## src/sv/dcm_pkg.sv

```systemverilog
package dcm_pkg;

    localparam int ADDR_BITS     = 10;
    localparam int WORDS         = 1 << ADDR_BITS;
    localparam int WORD_BITS     = 32;
    localparam int REG_BITS      = 16;
    localparam int EPOCH_BITS    = 48;
    localparam int CFG_IDX_BITS  = 3;
    localparam int S_TDATA_BITS  = ((ADDR_BITS + WORD_BITS + 7) / 8) * 8;
    localparam int S_TUSER_BITS  = 4;
    localparam int M_TDATA_BITS  = WORD_BITS;

    localparam logic [REG_BITS-1:0] RST_REFRESH_INTERVAL = 16'd1024;
    localparam logic [REG_BITS-1:0] RST_REFRESH_DELAY    = 16'd8;
    localparam logic [REG_BITS-1:0] RST_ACTIVATE_DELAY   = 16'd3;
    localparam logic [REG_BITS-1:0] RST_CAS_LATENCY      = 16'd3;
    localparam logic [REG_BITS-1:0] RST_PRECHARGE_DELAY  = 16'd3;

    localparam logic [WORD_BITS-1:0] CORRUPT_WORD = '1;

    typedef enum logic [CFG_IDX_BITS-1:0] {
        REG_REFRESH_INTERVAL = 3'd0,
        REG_REFRESH_DELAY    = 3'd1,
        REG_ACTIVATE_DELAY   = 3'd2,
        REG_CAS_LATENCY      = 3'd3,
        REG_PRECHARGE_DELAY  = 3'd4
    } cfg_idx_t;

    typedef struct packed {
        logic [REG_BITS-1:0] refresh_interval;
        logic [REG_BITS-1:0] refresh_delay;
        logic [REG_BITS-1:0] activate_delay;
        logic [REG_BITS-1:0] cas_latency;
        logic [REG_BITS-1:0] precharge_delay;
    } cfg_t;

    typedef struct packed {
        logic                  chip_select;
        logic                  row_strobe;
        logic                  column_strobe;
        logic                  write_enable;
        logic [ADDR_BITS-1:0]  word_address;
        logic [WORD_BITS-1:0]  write_word;
    } item_t;

    // One word of storage: written flag, refresh epoch at the last write, data.
    typedef struct packed {
        logic                   written;
        logic [EPOCH_BITS-1:0]  epoch;
        logic [WORD_BITS-1:0]   data;
    } entry_t;

    localparam int ENTRY_BITS = $bits(entry_t);

    typedef struct packed {
        logic                  en;
        logic [ADDR_BITS-1:0]  addr;
        entry_t                entry;
    } mem_wr_t;

endpackage

```

## src/sv/dcm_exec.sv

```systemverilog
module dcm_exec (
    input  logic                            aclk,
    input  logic                            aresetn,
    input  logic                            fire,
    input  dcm_pkg::item_t                  item,
    input  dcm_pkg::entry_t                 rd_entry,
    input  dcm_pkg::cfg_t                   cfg,
    output logic                            complete,
    output logic [dcm_pkg::WORD_BITS-1:0]   read_word,
    output dcm_pkg::mem_wr_t                mem_wr
);

    typedef enum logic [5:0] {
        CMD_NONE      = 6'b000001,
        CMD_LAUNCH    = 6'b000010,
        CMD_REFRESH   = 6'b000100,
        CMD_ACTIVATE  = 6'b001000,
        CMD_ACCESS    = 6'b010000,
        CMD_PRECHARGE = 6'b100000
    } cmd_t;

    logic [dcm_pkg::REG_BITS-1:0]   timer_reg, timer_next, timer_inc, timer_mid;
    logic [dcm_pkg::EPOCH_BITS-1:0] epoch_reg, epoch_next, epoch_mid;
    logic                           active_reg, active_next, active_mid;
    logic                           idle_reg, idle_next;
    logic [dcm_pkg::REG_BITS-1:0]   cnt_reg, cnt_next;
    logic                           expire;
    cmd_t                           cmd;
    logic [dcm_pkg::REG_BITS-1:0]   delay;
    logic [dcm_pkg::REG_BITS-1:0]   load;
    logic                           done;
    logic [dcm_pkg::WORD_BITS-1:0]  stored_word;

    // Refresh timer runs first: expiry deactivates and starts a new epoch.
    assign timer_inc  = timer_reg + 16'd1;
    assign expire     = (timer_inc == cfg.refresh_interval);
    assign timer_mid  = expire ? '0 : timer_inc;
    assign epoch_mid  = epoch_reg + {{(dcm_pkg::EPOCH_BITS-1){1'b0}}, expire};
    assign active_mid = active_reg & ~expire;

    always_comb begin
        if (item.chip_select && !item.row_strobe && !item.column_strobe) begin
            cmd = CMD_LAUNCH;
        end else if (item.chip_select) begin
            cmd = CMD_NONE;
        end else if (!item.row_strobe && !item.column_strobe && item.write_enable) begin
            cmd = CMD_REFRESH;
        end else if (!item.row_strobe && item.column_strobe && item.write_enable) begin
            cmd = CMD_ACTIVATE;
        end else if (item.row_strobe && !item.column_strobe && active_mid) begin
            cmd = CMD_ACCESS;
        end else if (!item.row_strobe && item.column_strobe && !item.write_enable) begin
            cmd = CMD_PRECHARGE;
        end else begin
            cmd = CMD_NONE;
        end
    end

    always_comb begin
        case (cmd)
            CMD_REFRESH:   delay = cfg.refresh_delay;
            CMD_ACTIVATE:  delay = cfg.activate_delay;
            CMD_ACCESS:    delay = cfg.cas_latency;
            CMD_PRECHARGE: delay = cfg.precharge_delay;
            default:       delay = '0;
        endcase
    end

    // An idle countdown picks up this command's delay; otherwise continue.
    assign load = idle_reg ? delay : cnt_reg;

    // Corrupted words read all ones; never-written words read zero.
    always_comb begin
        if (!rd_entry.written) begin
            stored_word = '0;
        end else if (rd_entry.epoch != epoch_mid) begin
            stored_word = dcm_pkg::CORRUPT_WORD;
        end else begin
            stored_word = rd_entry.data;
        end
    end

    always_comb begin
        timer_next  = timer_mid;
        epoch_next  = epoch_mid;
        active_next = active_mid;
        idle_next   = idle_reg;
        cnt_next    = cnt_reg;
        done        = 1'b0;
        read_word   = '0;
        case (cmd)
            CMD_LAUNCH: begin
                idle_next = 1'b1;
            end
            CMD_REFRESH, CMD_ACTIVATE, CMD_ACCESS, CMD_PRECHARGE: begin
                if (load != '0) begin
                    cnt_next  = load - 16'd1;
                    idle_next = 1'b0;
                end else begin
                    idle_next = 1'b1;
                    done      = 1'b1;
                end
            end
            default: begin
                idle_next = idle_reg;
            end
        endcase
        if (done) begin
            case (cmd)
                CMD_REFRESH: begin
                    timer_next  = '0;
                    active_next = 1'b0;
                end
                CMD_ACTIVATE: begin
                    active_next = 1'b1;
                end
                CMD_ACCESS: begin
                    read_word = item.write_enable ? stored_word : item.write_word;
                end
                CMD_PRECHARGE: begin
                    active_next = 1'b0;
                end
                default: begin
                    active_next = active_mid;
                end
            endcase
        end
    end

    assign complete            = done;
    assign mem_wr.en           = fire & done & (cmd == CMD_ACCESS) & ~item.write_enable;
    assign mem_wr.addr         = item.word_address;
    assign mem_wr.entry.written = 1'b1;
    assign mem_wr.entry.epoch  = epoch_mid;
    assign mem_wr.entry.data   = item.write_word;

    always_ff @(posedge aclk) begin
        if (!aresetn) begin
            timer_reg  <= '0;
            epoch_reg  <= '0;
            active_reg <= 1'b0;
            idle_reg   <= 1'b0;
            cnt_reg    <= '0;
        end else if (fire) begin
            timer_reg  <= timer_next;
            epoch_reg  <= epoch_next;
            active_reg <= active_next;
            idle_reg   <= idle_next;
            cnt_reg    <= cnt_next;
        end
    end

endmodule

```

## config.mk

```make
export PLATFORM = sky130hd
export DESIGN_NAME = dcm_exec
export DESIGN_NICKNAME = d
export VERILOG_FILES = /design/src/sv/dcm_pkg.sv /design/src/sv/dcm_exec.sv
export SDC_FILE = /design/constraint.sdc
export NUM_CORES = 1
export LEC_CHECK = 0
export BUFFER_PORTS_ARGS = -buffer_cell sky130_fd_sc_hd__buf_2
export CAP_MARGIN = 25
export CORE_AREA = 2 2 129 131
export DETAILED_ROUTE_END_ITERATION = 8
export DIE_AREA = 0 0 131 133
export GPL_TIMING_DRIVEN = 0
export PLACE_DENSITY = 0.82
export SYNTH_ARGS = -nofsm -noshare
export SYNTH_HDL_FRONTEND = slang
export SYNTH_SLANG_ARGS = --single-unit
```

## constraint.sdc

```tcl
create_clock -name aclk -period 11.4 [get_ports aclk]
set_clock_uncertainty 0.15 [all_clocks]
set_input_delay 1.14 -clock aclk [delete_from_list [all_inputs] [get_ports aclk]]
set_output_delay 1.14 -clock aclk [all_outputs]
set_load 0.05 [all_outputs]
```

**Word level (Yosys, flattened, before mapping)**

Index checks and enable logic that the tools add are counted.

- Register bits: 82
- Input port bits: 210
- Word-level logic and storage cells: 60

- $add $sub $neg: 3
- Equality and inequality tests: 7
- Muxes and demuxes: 21
- Bitwise gates (word level): 6
- Reductions and logical operators: 18

Operators with widths:

| kind | count |
|---|---|
| $mux 32 | 5 |
| $mux 16 | 4 |
| $pmux 16 s4 | 1 |
| $add 48x1->48 | 1 |
| $ne 48x48->1 | 1 |
| $mux 6 | 6 |
| $add 16x1->16 const B | 1 |
| $eq 16x16->1 | 1 |
| $reduce_bool 16->1 | 1 |
| $sub 16x1->16 const B | 1 |
| $logic_and 1x1->1 | 9 |
| $eq 6x2->1 const B | 1 |
| $eq 6x3->1 const B | 1 |
| $eq 6x4->1 const B | 1 |
| $eq 6x5->1 const B | 1 |
| $eq 6x6->1 const B | 1 |
| $and 1x1->1 | 4 |
| $pmux 1 s2 | 2 |
| $reduce_or 4->1 | 1 |
| $logic_not 1->1 | 3 |
| $mux 1 | 3 |
| $reduce_and 3->1 | 1 |
| $not 1->1 | 2 |
| $reduce_and 2->1 | 1 |
| other kinds (2) | 2 |

**Depth between registers and ports, before layout**

Gate-level depths: netlist (run 1).

- Depth after elaboration: 19
- Mapped depth: 22
- Depth with buffers taken out: 18

**Worst setup path before layout (run 1)**

No wires, ideal clock.

- Path kind: input to output
- Start point: input port cfg[74] in the netlist's numbering
- End point: output port read_word[10] in the netlist's numbering
- Arrival: 6930 ps
- Path slack: 3180 ps
- Stages: 17
- Cells stage by stage: or3b_2 mux2_2 o21ai_0 and4_1 ha_1 ha_1 xor2_1 xnor2_1 or4b_1 or4_1 or4_1 a211o_1 or4_1 nor4_2 nand4_2 buf_6 o221a_1

RTL lines:

| item | line | source |
|---|---|---|
| start, declared | dcm_exec.sv:7 | `input dcm_pkg::cfg_t cfg,` |
| end, declared | dcm_exec.sv:9 | `output logic [dcm_pkg::WORD_BITS-1:0] read_word,` |

**Worst setup path after layout (run 1)**

- Start point: register timer_reg[0] in the netlist's numbering
- End point: output port read_word[9] in the netlist's numbering

- Cells in the longest elaborated chain, start to end: 17

RTL lines:

| item | line | source |
|---|---|---|
| start, declared | dcm_exec.sv:22 | `logic [dcm_pkg::REG_BITS-1:0] timer_reg, timer_next, timer_inc, timer_mid;` |
| start signal, assigned | dcm_exec.sv:145 | `timer_reg <= timer_next;` |
| $add 16x1->16 (*) | dcm_exec.sv:35 | `assign timer_inc = timer_reg + 16'd1;` |
| $eq 16x16->1 (*) | dcm_exec.sv:36 | `assign expire = (timer_inc == cfg.refresh_interval);` |
| parallel branches: the longest is 14 deep, another holds $add 48x1->48 | - |  |
| $mux 32 (*) | dcm_exec.sv:108 | `if (done) begin` |

Mark *: on every way between the ends.

==> impl_metrics.toml, run 1 <==
[final_layout]
seq_area_um2 = 1640
diodes = 0
drive_gt1_share_pct = 31.2
largest_reg_flops = 48
area_delta_synth_final_pct = 28.3
fin_nets = 1581
multi_input_comb_area_um2 = 5490
fillers = 1481

[logic_synthesis]
async_flop_share_pct = 0
synth_fp_nets = 1246
ys_ff_latch = 82
yosysSeqAreaShare_pct = 20.9
yosysTopAreaCell = "dfxtp_1"
ys_dominant_reg_cell = "dfxtp_1"
netlist_instances = 1032
avgSynthCellArea_um2 = 7.62
yosysTopAreaCellShare_pct = 20.9
yosysWarnings = 0
syn-cell-area_um2 = 7870
synth_area_leaders = "dfxtp_1 (21%), xor2_1 (9.6%), xnor2_1 (6.3%)"
synth_cell_type_count = 86
synth_edf_count = 0

[min_path]
holdCritStartpoint = "cnt_reg[11]$_SDFFE_PN0P_"
hold_path.class = "register to register"

[clocking]
cts_buffer_depth = 2
cts_tree = "built"
post_cts_buffers = 0
ctsHtreeMaxLevel = 3
hold_buffers = 0
clk_pin_slew_ns = 0.06
clock-sinks = 82
cts_buffers = 9
cts-root-buf = "clkbuf_16"
clk_latency_ns = 0.34
cts_resized = 0

[timing]
setup-tns-final_ns = 0
worstMarginPinSlew_ns = 1.00
setup_violations = 0
rsz0062_at_grt = "no"
min_period_ns = 9.06
slew_violations = 0
slew_headroom_pct = 32.6
max_freq_mhz = 110
layout_setup_ws_ns = 2.34
fin_crit_sh_pct = 79.5
hold_viol_final = 0

[placed_design]
globalplace.congestion = 0.988
place_ws_ns = 2.61
port_buffers = 323
dpl.hpwl_mm = 23.0

[die]
design.die.area_um2 = 17400
core_um2 = 16200
rows = 47
die_w_um = 131
initial_core_util_pct = 48.6
io_pins = 335
die_height_um = 133

[routing]
via_count = 9431
drc = 0
wl_per_cell_um = 18.5
drtAntennaViolNets = 0
wirelength_mm = 29.4
dr.pass1.iters = 6
drt_iter0_drc = 653
viasPerCell = 5.92

[worst_setup_path]
start_kind = "register"
regToRegStartpoint = "timer_reg[0]$_SDFFE_PN0P_"
cp.arrival_ns = 7.77
crit_path_end_kind = "output port"
cp_max_fo = 10
cp.required_ns = 10.11
crit_type = "register to output port"
cp-startpoint = "timer_reg[0]$_SDFFE_PN0P_"

[pwr]
powerDensity_nw_per_um2 = 85.3
max-vdd-ir-drop_v = 0.0000562
power.leakage_nw = 4.52

[global_routing]
antenna_found_initial = 0
grtUsageTotal_pct = 32.1
grt_pass1_wl_mm = 44.5
grt_pass1_vias = 8434
grt_max_degree = 14
grt_remaining_overflow = 0

[run_status]
status = "finished, final reports clean"

[run]
max-cap-violations = 0
==> synthesized netlist by cell type (4+ instances only) <==
cell type and number:
a311oi_1 7, nor2_1 96, or4_1 4, nand4_1 36, buf_1 4, xor2_1 86, clkbuf_1 58, mux2_2 6
mux2i_1 15, o22ai_1 10, and2_1 5, or2_2 6, nand2_1 64, buf_4 45, ha_1 4, o2bb2ai_1 5
a211o_1 4, a211oi_1 10, nor3_1 17, nand3_1 48, a31oi_1 21, and3_1 31, or3_1 23, buf_2 6
o31ai_1 11, and4_1 8, nand2b_1 7, o221a_2 7, o221a_1 25, nor4_1 13, xnor2_1 57, o21ai_0 52
a22oi_1 14, inv_1 21, dfxtp_1 82, a21oi_1 42, a2111oi_0 4
==> worst max-delay path: stages, from the launching register on <==
cell	delay [ns]
dfxtp_1	0.48
ha_1	0.34
nand3_1	0.21
or3_1	0.49
mux2_2	0.30
o21ai_0	0.39
and4_1	0.42
ha_1	0.26
ha_1	0.22
nand3_1	0.25
nor3_1	0.33
clkbuf_1	0.41
nand4_1	0.60
o21ai_0	0.48
a21oi_1	0.19
a2111o_1	0.41
a2111o_1	0.41
nor4_2	0.21
nand4_2	0.28
buf_6	0.24
o221a_1	0.26
buf_2	0.22
==> cell families after synthesis <==
| family | share of synthesized area [%] |
|---|---|
| muxes | 2.77 |
| buffers and inverters | 9.40 |
| DFF | 20.9 |
| adders and majority gates | 0.636 |
| and+or+nand+nor | 25.6 |
| other | 0.0477 |
| AOI/OAI and AO/OA | 23.0 |
| xor gates and xnor gates | 17.8 |
==> area by class of cell <==
type	instances	share of cell area, %
Buffer	118	6.51
Clock inverter	4	0.731
Inverter	22	0.818
Timing Repair Buffer	324	16.1
Tap cell	220	2.73
Clock buffer	12	2.54
Multi-Input combinational cell	810	54.3
Sequential cell	82	16.3
==> placed cells by master (no fill, tap or decap), types with 8 or more instances in the layout <==
master,n
a31oi_1,21
buf_2,329
clkbuf_16,9
mux2i_1,15
xnor2_1,57
inv_1,21
buf_4,45
nor3_1,17
or3_1,23
nand4_1,36
a211oi_1,10
o31ai_1,11
a22oi_1,14
and3_1,31
o221a_1,25
nand2_1,64
o22ai_1,10
nor4_1,13
nand3_1,48
a21oi_1,42
xor2_1,86
o21ai_0,52
clkbuf_1,59
dfxtp_1,82
nor2_1,96
and4_1,8
==> power breakdown <==
part           internal, mW  leakage, nW  total, mW  switching, mW
Clock                 0.204        0.163      0.328          0.124
Sequential            0.291        0.662      0.297        0.00512
Combinational        0.0945         3.70      0.236          0.141
==> metal layers <==
metal / part of all wire, % / GRT usage [%]
met2: 45 / 49.6
met4: 3.1 / 12.4
met3: 9.1 / 4.93
met5: 0 / 0
met1: 43 / 44.7
==> worst paths after layout <==
path                                             endpoint  slack [ns]  cells past startpoint
worst max-delay path                         read_word[9]        2.34                     21
worst min-delay path             cnt_reg[11]$_SDFFE_PN0P_        0.35                      2
worst max register to register  timer_reg[8]$_SDFFE_PN0P_        5.16                     20
worst min register to register   cnt_reg[11]$_SDFFE_PN0P_        0.35                      2
==> per-stage QoR <==
stage / utilization, % / instance area (µm²) / hold WS [ns] / instances / power (mW)
6_report: 62.4 / 10100 / 0.355 / 1592 / 0.861
5_1_grt: 62.4 / 10100 / 0.379 / 1592 / 0.892
4_1_cts: 62.4 / 10100 / 0.349 / 1591 / 0.859
3_5_place_dp: 60.3 / 9760 / 0.340 / 1575 / 0.533
3_3_place_gp: 60.3 / 9760 / 0.332 / 1575 / 0.531
2_1_floorplan: - / 7870 / 0.298 / 1032 / 0.450
No activity file was read; power rests on OpenSTA's default activity.
==> inputs of run 2 (changes only) <==
- CORE_AREA: 2 2 129 131 -> default
- CORE_MARGIN: default -> 2
- CORE_UTILIZATION: default -> 45
- DIE_AREA: 0 0 131 133 -> default
- PLACE_DENSITY: 0.82 -> 0.79
- clock period: 11.4 -> 8.2 ns (I/O delays scaled with it)
==> run 2 against run 1 <==
Die area is 6.5% higher; worst hold slack worse by 0.015 ns; global-route usage is 1.9 points lower; first-iteration DRC count increased by 27%; critical path depth shrank 1; via count barely moved; clock power is 38% higher; non-clock buffer count unchanged; count of clock-buffer cells in the layout is 2 lower; total power up 39%; routed wire length rose by 0.91%; critical endpoint is now read_word[27]; highest routed layer is now met5.
==> impl_metrics.toml, run 2 (synthesized netlist as in run 1, its figures left out) <==
[clocking]
cts_buffer_depth = 2
ctsHtreeMaxLevel = 3
cts_buffers = 9
hold_buffers = 0
cts_tree = "built"
clk_pin_slew_ns = 0.07
clock-sinks = 82
clk_latency_ns = 0.35
cts-root-buf = "clkbuf_16"

[worst_setup_path]
reg2reg_depth = 20
path_depth = 20
cp.required_ns = 7.23
cp_max_fo = 10
critPathSlowestCell = "or4_1"
crit_family = "simple AND/OR/NAND/NOR gates"
max_stage_delay_ns = 0.59
cp_common_cell = "or4_1"
crit_type = "register to output port"
crit_path_end_kind = "output port"
path_buf_inv = 2
start_kind = "register"
crit_chain = "ha_4 -> nand3_1 -> or3_4 -> mux2_2 -> o21ai_2 -> and4_4 -> ha_1 -> ha_1 -> xnor2_1 -> o21ai_0 -> or4b_1 -> or4_1 -> or4_1 -> a211o_1 -> or4_1 -> nor4_2 -> nand4_2 -> buf_6 -> o221a_1 -> buf_2"
cp.arrival_ns = 7.05

[global_routing]
grt_pass1_vias = 8425
grt_pass1_wl_mm = 44.1
antenna_found_initial = 1
grtUsageTotal_pct = 30.2
grt_remaining_overflow = 0
grt_max_degree = 14

[pwr]
power.leakage_nw = 4.54
finalPower_mw = 1.19
max-vdd-ir-drop_v = 0.000119
powerDensity_nw_per_um2 = 118

[routing]
drc = 0
wirelength_mm = 29.7
drtAntennaViolNets = 0
via_count = 9435
dr.pass1.iters = 5
wl_per_cell_um = 18.6
drt_iter0_drc = 832
viasPerCell = 5.91

[placed_design]
port_buffers = 323
dpl.hpwl_mm = 23.0
dp.cells = 1581
place_area_um2 = 9770
place_ws_ns = 0.0718
globalplace.congestion = 0.976

[die]
core_um2 = 17200
die_w_um = 136
die_height_um = 136
rows = 48
design.die.area_um2 = 18600
io_pins = 335
initial_core_util_pct = 45.8

[timing]
max_freq_mhz = 125
slew_headroom_pct = 31.2
slew_violations = 0
setup-tns-final_ns = 0
setup_violations = 0
hold_viol_final = 0
whs_ns = 0.340
worstMarginPinSlew_ns = 1.02
fin_crit_sh_pct = 97.8
layout_setup_ws_ns = 0.179
min_period_ns = 8.02

[final_layout]
diodes = 0
area_delta_synth_final_pct = 28.9
utilization_pct = 59.0
mostFrequentLayoutCell = "buf_2"
drive_gt1_share_pct = 32.3
fillers = 1580
fin_nets = 1581
largest_reg_flops = 48
post-route-cell-area_um2 = 10100
seq_area_um2 = 1640
multi_input_comb_area_um2 = 5520
stdcell_count = 1597
final_cell_mix = "buf_2 (330), nor2_1 (96), xor2_1 (86)"

[run]
max-cap-violations = 0

[min_path]
hold_depth = 2
hold_path.class = "register to register"

[run_status]
status = "finished, final reports clean"
run 2: changes by cell type in the layout (fill, tap and decap cells not counted), moves of 2 or more:
cell      change
clkbuf_1      -5
and3_2        +2
and3_1        -2
dfxtp_2       +2
and4_1        -2
buf_4         +3
clkinv_2      +3
dfxtp_1       -2
run 2: what timing repair did:
item / in CTS / in global routing
resized for setup: 4 / 10
endpoints found under the hold margin: 0 / 0
pin swaps: 2 / 2
setup endpoints to repair: 32 / 32
buffers inserted: 1 / 2
run 2: metal layers:
metal  GRT usage [%]  up-vias  share of wire [%]  wire length [µm]
met5               0        -              0.044                13
met4            12.3        2                2.8               840
li1                -     4428                  -                 -
met1            41.0     4381                 41             12200
met2            46.8      557                 45             13500
met3            6.00       67                 11              3120
run 2: final timing paths:
check | from | endpoint | slack (ns)
worst max register to register | timer_reg[0]$_SDFFE_PN0P_ | timer_reg[8]$_SDFFE_PN0P_ | 2.54
worst max-delay path | timer_reg[0]$_SDFFE_PN0P_ | read_word[27] | 0.18
worst min-delay path | cnt_reg[3]$_SDFFE_PN0P_ | cnt_reg[3]$_SDFFE_PN0P_ | 0.34
worst min register to register | cnt_reg[3]$_SDFFE_PN0P_ | cnt_reg[3]$_SDFFE_PN0P_ | 0.34
run 2: worst reg2reg max path: stages (launching register included):
cell and delay [ns]:
dfxtp_2 0.43, ha_4 0.21, and3_2 0.31, nand3_1 0.18, xnor2_1 0.20, nor4_1 0.39, nand4b_1 0.38, and2_1 0.29
clkbuf_1 0.24, a21oi_1 0.21, nand2_1 0.06, o21ai_0 0.10, ha_1 0.27, nand2_1 0.09, or2_2 0.30, nor2_1 0.10
o211a_1 0.30, nand4_1 0.39, nand3_1 0.30, clkbuf_1 0.46, o22ai_1 0.14
run 2: cell type report:
type | count | area share (%)
Buffer | 114 | 6.33
Clock buffer | 10 | 2.36
Clock inverter | 6 | 0.790
Inverter | 22 | 0.814
Multi-Input combinational cell | 810 | 54.4
Sequential cell | 82 | 16.2
Tap cell | 225 | 2.78
Timing Repair Buffer | 328 | 16.3
run 2: power by group:
part	internal [mW]	switching [mW]	total, mW
Sequential	0.405	0.00726	0.413
Combinational	0.132	0.198	0.331
Clock	0.273	0.178	0.451
Total	0.811	0.383	1.19
==> inputs of run 3 (changes only) <==
- ABC_AREA: default -> 1
- CORE_UTILIZATION: 45 -> 40
- PLACE_DENSITY: 0.79 -> 0.71
==> run 3 against run 2 <==
Synthesized cell count is 33% higher; sequential power is 7.5% higher; fmax is 12% higher; cell count is 24% higher; largest power group is now combinational logic.
==> impl_metrics.toml, run 3 <==
[die]
core_um2 = 20200
die_w_um = 147
io_pins = 335
design.die.area_um2 = 21600
rows = 52
initial_core_util_pct = 40.6
die_height_um = 147

[worst_setup_path]
r2r_end = "epoch_reg[44]$_SDFFE_PN0P_"
crit_type = "register to output port"
critPathSlowestCell = "dfxtp_1"
cp.arrival_ns = 6.19
start_kind = "register"
cp_common_cell = "nand2_1"
crit_path_end_kind = "output port"
worst-r2r-setup-slack_ns = 3.62
regToRegStartpoint = "timer_reg[0]$_SDFFE_PN0P_"
reg2reg_depth = 24
cp.required_ns = 7.23
worstSetupEndpoint = "read_word[4]"
cp-startpoint = "timer_reg[0]$_SDFFE_PN0P_"
max_stage_delay_ns = 0.44
cp_max_fo = 10

[timing]
max_freq_mhz = 140
worstMarginPinSlew_ns = 0.769
hold_viol_final = 0
slew_headroom_pct = 48.7
setup-tns-final_ns = 0
min_period_ns = 7.16
rsz0062_at_grt = "no"
fin_crit_sh_pct = 87.3
slew_violations = 0
setup_violations = 0

[routing]
viasPerCell = 5.07
wirelength_mm = 33.8
drc = 0
drt_iter0_drc = 710
via_count = 10000
dr.pass1.iters = 7
drtAntennaViolNets = 0
wl_per_cell_um = 17.1

[min_path]
holdCritStartpoint = "cnt_reg[2]$_SDFFE_PN0P_"
hold_path.class = "register to register"

[logic_synthesis]
ys_ff_latch = 82
synth_area_leaders = "dfxtp_1 (20%), nand2_1 (15%), inv_1 (8.3%)"
async_flop_share_pct = 0
yosysSeqAreaShare_pct = 20.0
synth_fp_nets = 1584
synth_common_cells = "nand2_1 (326), inv_1 (181), nor2_1 (172)"
yosys.area_share.simple_pct = 38.6
synth_cell_type_count = 47
synth_top_family_by_area = "simple AND/OR/NAND/NOR gates"
avgSynthCellArea_um2 = 5.98
synth_compound_area_share_pct = 15.3
ys_dominant_reg_cell = "dfxtp_1"
yosysWarnings = 0
synth_fa_ha_area_share_pct = 0.611
yosysTopAreaCell = "dfxtp_1"
yosysMostFrequentCell = "nand2_1"
synth_edf_count = 0
syn-cell-area_um2 = 8190
netlist_instances = 1370
synth-xor-area-share_pct = 9.47
yosysTopAreaCellShare_pct = 20.0
muxShareOfSynthArea_pct = 0.275

[clocking]
ctsHtreeMaxLevel = 3
cts-root-buf = "clkbuf_16"
clk_pin_slew_ns = 0.06
clk_latency_ns = 0.35
post_cts_buffers = 0
cts_buffers = 9
cts_resized = 0
hold_buffers = 0
cts_tree = "built"
clock-sinks = 82
cts_buffer_depth = 2

[placed_design]
port_buffers = 321
globalplace.congestion = 1.02
dp.cells = 1961
dpl.hpwl_mm = 28.5

[global_routing]
antenna_found_initial = 5
grt_max_degree = 16
grt_pass1_vias = 9289
grt_remaining_overflow = 0
grtUsageTotal_pct = 30.5
grt_pass1_wl_mm = 50.9

[pwr]
max-vdd-ir-drop_v = 0.0000736
power.leakage_nw = 5.36
power_frac_seq_pct = 30.6
p_sw_mw = 0.576
p_comb_share_pct = 38.2
intPower_mw = 0.874
swShare_pct = 39.7
powerDensity_nw_per_um2 = 139
power.share.clock_pct = 31.2

[run]
max-cap-violations = 0

[final_layout]
largest_reg_flops = 48
mostFrequentLayoutCell = "buf_2"
stdcell_count = 1980
drive_gt1_share_pct = 28.4
fin_nets = 1916
fillers = 2091
final_cell_mix = "buf_2 (327), nand2_1 (326), inv_1 (181)"
area_delta_synth_final_pct = 27.8
utilization_pct = 51.9

[run_status]
status = "finished, final reports clean"
==> run 3: changes by cell type after synthesis, sizes merged, moves of 23 or more <==
cell / delta
o21ai: +38
a21oi: +59
clkbuf: -25
nor2: +101
nand2: +280
inv: +163
xor2: -25
or3: -23
xnor2: -32
o221a: -32
and3: -29
==> run 3: worst min-delay path by stage <==
stage,endpoint,slack [ns],depth (start not counted)
floorplan,cnt_reg[2]$_SDFFE_PN0P_,0.30,2
global placement,cnt_reg[2]$_SDFFE_PN0P_,0.31,2
detailed placement,cnt_reg[3]$_SDFFE_PN0P_,0.32,2
CTS,cnt_reg[3]$_SDFFE_PN0P_,0.33,2
global route,cnt_reg[3]$_SDFFE_PN0P_,0.35,2
finish,cnt_reg[2]$_SDFFE_PN0P_,0.33,2
==> run 3: critical path: cells and delay by family (launching register included) <==
family | cells | cell delay [ns]
buffers and inverters | 3 | 0.73
adder cells (fa/ha/maj) | 3 | 0.74
AO/OA/AOI/OAI | 2 | 0.45
XOR/XNOR | 2 | 0.36
AND/OR/NAND/NOR | 22 | 3.08
flip-flops | 1 | 0.44
==> run 3: routing by layer <==
metal / part of all wire (%) / global-route usage (%) / routed length (µm) / vias to the layer above
met1: 44 / 41.0 / 14900 / 4566
met3: 7.4 / 5.84 / 2510 / 55
li1: - / - / - / 5009
met5: 0.062 / 0 / 21 / -
met2: 46 / 49.6 / 15600 / 405
met4: 2.6 / 9.71 / 880 / 4
==> run 3: kinds of logic (layout without fill, tap and decap cells) <==
family | after synthesis | in the layout
and+or+nand+nor | 701 | 701
buffers and inverters | 281 | 618
AOI/OAI and AO/OA | 213 | 213
xor gates and xnor gates | 87 | 87
DFF | 82 | 82
adders and majority gates | 4 | 4
other | 1 | 4
muxes | 1 | 1
==> run 3: power groups by stage <==
stage | Sequential, mW | Combinational (mW) | Clock, mW
detailed placement | 0.452 | 0.550 | 0
global placement | 0.452 | 0.544 | 0
floorplan | 0.447 | 0.391 | 0
finish | 0.444 | 0.554 | 0.453
CTS | 0.443 | 0.552 | 0.457
global route | 0.447 | 0.605 | 0.473
==> run 3: cell type report <==
class / count / area, µm² / share of cell area [%]
repair buffers: 321 / 1610 / 15.3
diodes: 3 / 7.51 / 0.0717
flip-flops and latches: 82 / 1640 / 15.7
clock inverters: 7 / 103 / 0.980
plain buffers: 92 / 574 / 5.49
clock buffers: 9 / 225 / 2.15
inverters: 189 / 709 / 6.78
well taps: 270 / 338 / 3.23
multi-input cells: 1007 / 5260 / 50.3
==> run 3: metrics by stage <==
step | power, mW | setup WS (ns) | hold slack [ns] | area (µm²)
after global placement | 0.996 | 1.54 | 0.311 | 10100
after CTS | 1.45 | 1.17 | 0.329 | 10500
final | 1.45 | 1.04 | 0.331 | 10500
after detailed placement | 1.00 | 1.51 | 0.316 | 10100
after floorplan | 0.837 | 1.87 | 0.301 | 8190
after global routing | 1.52 | 0.592 | 0.349 | 10500
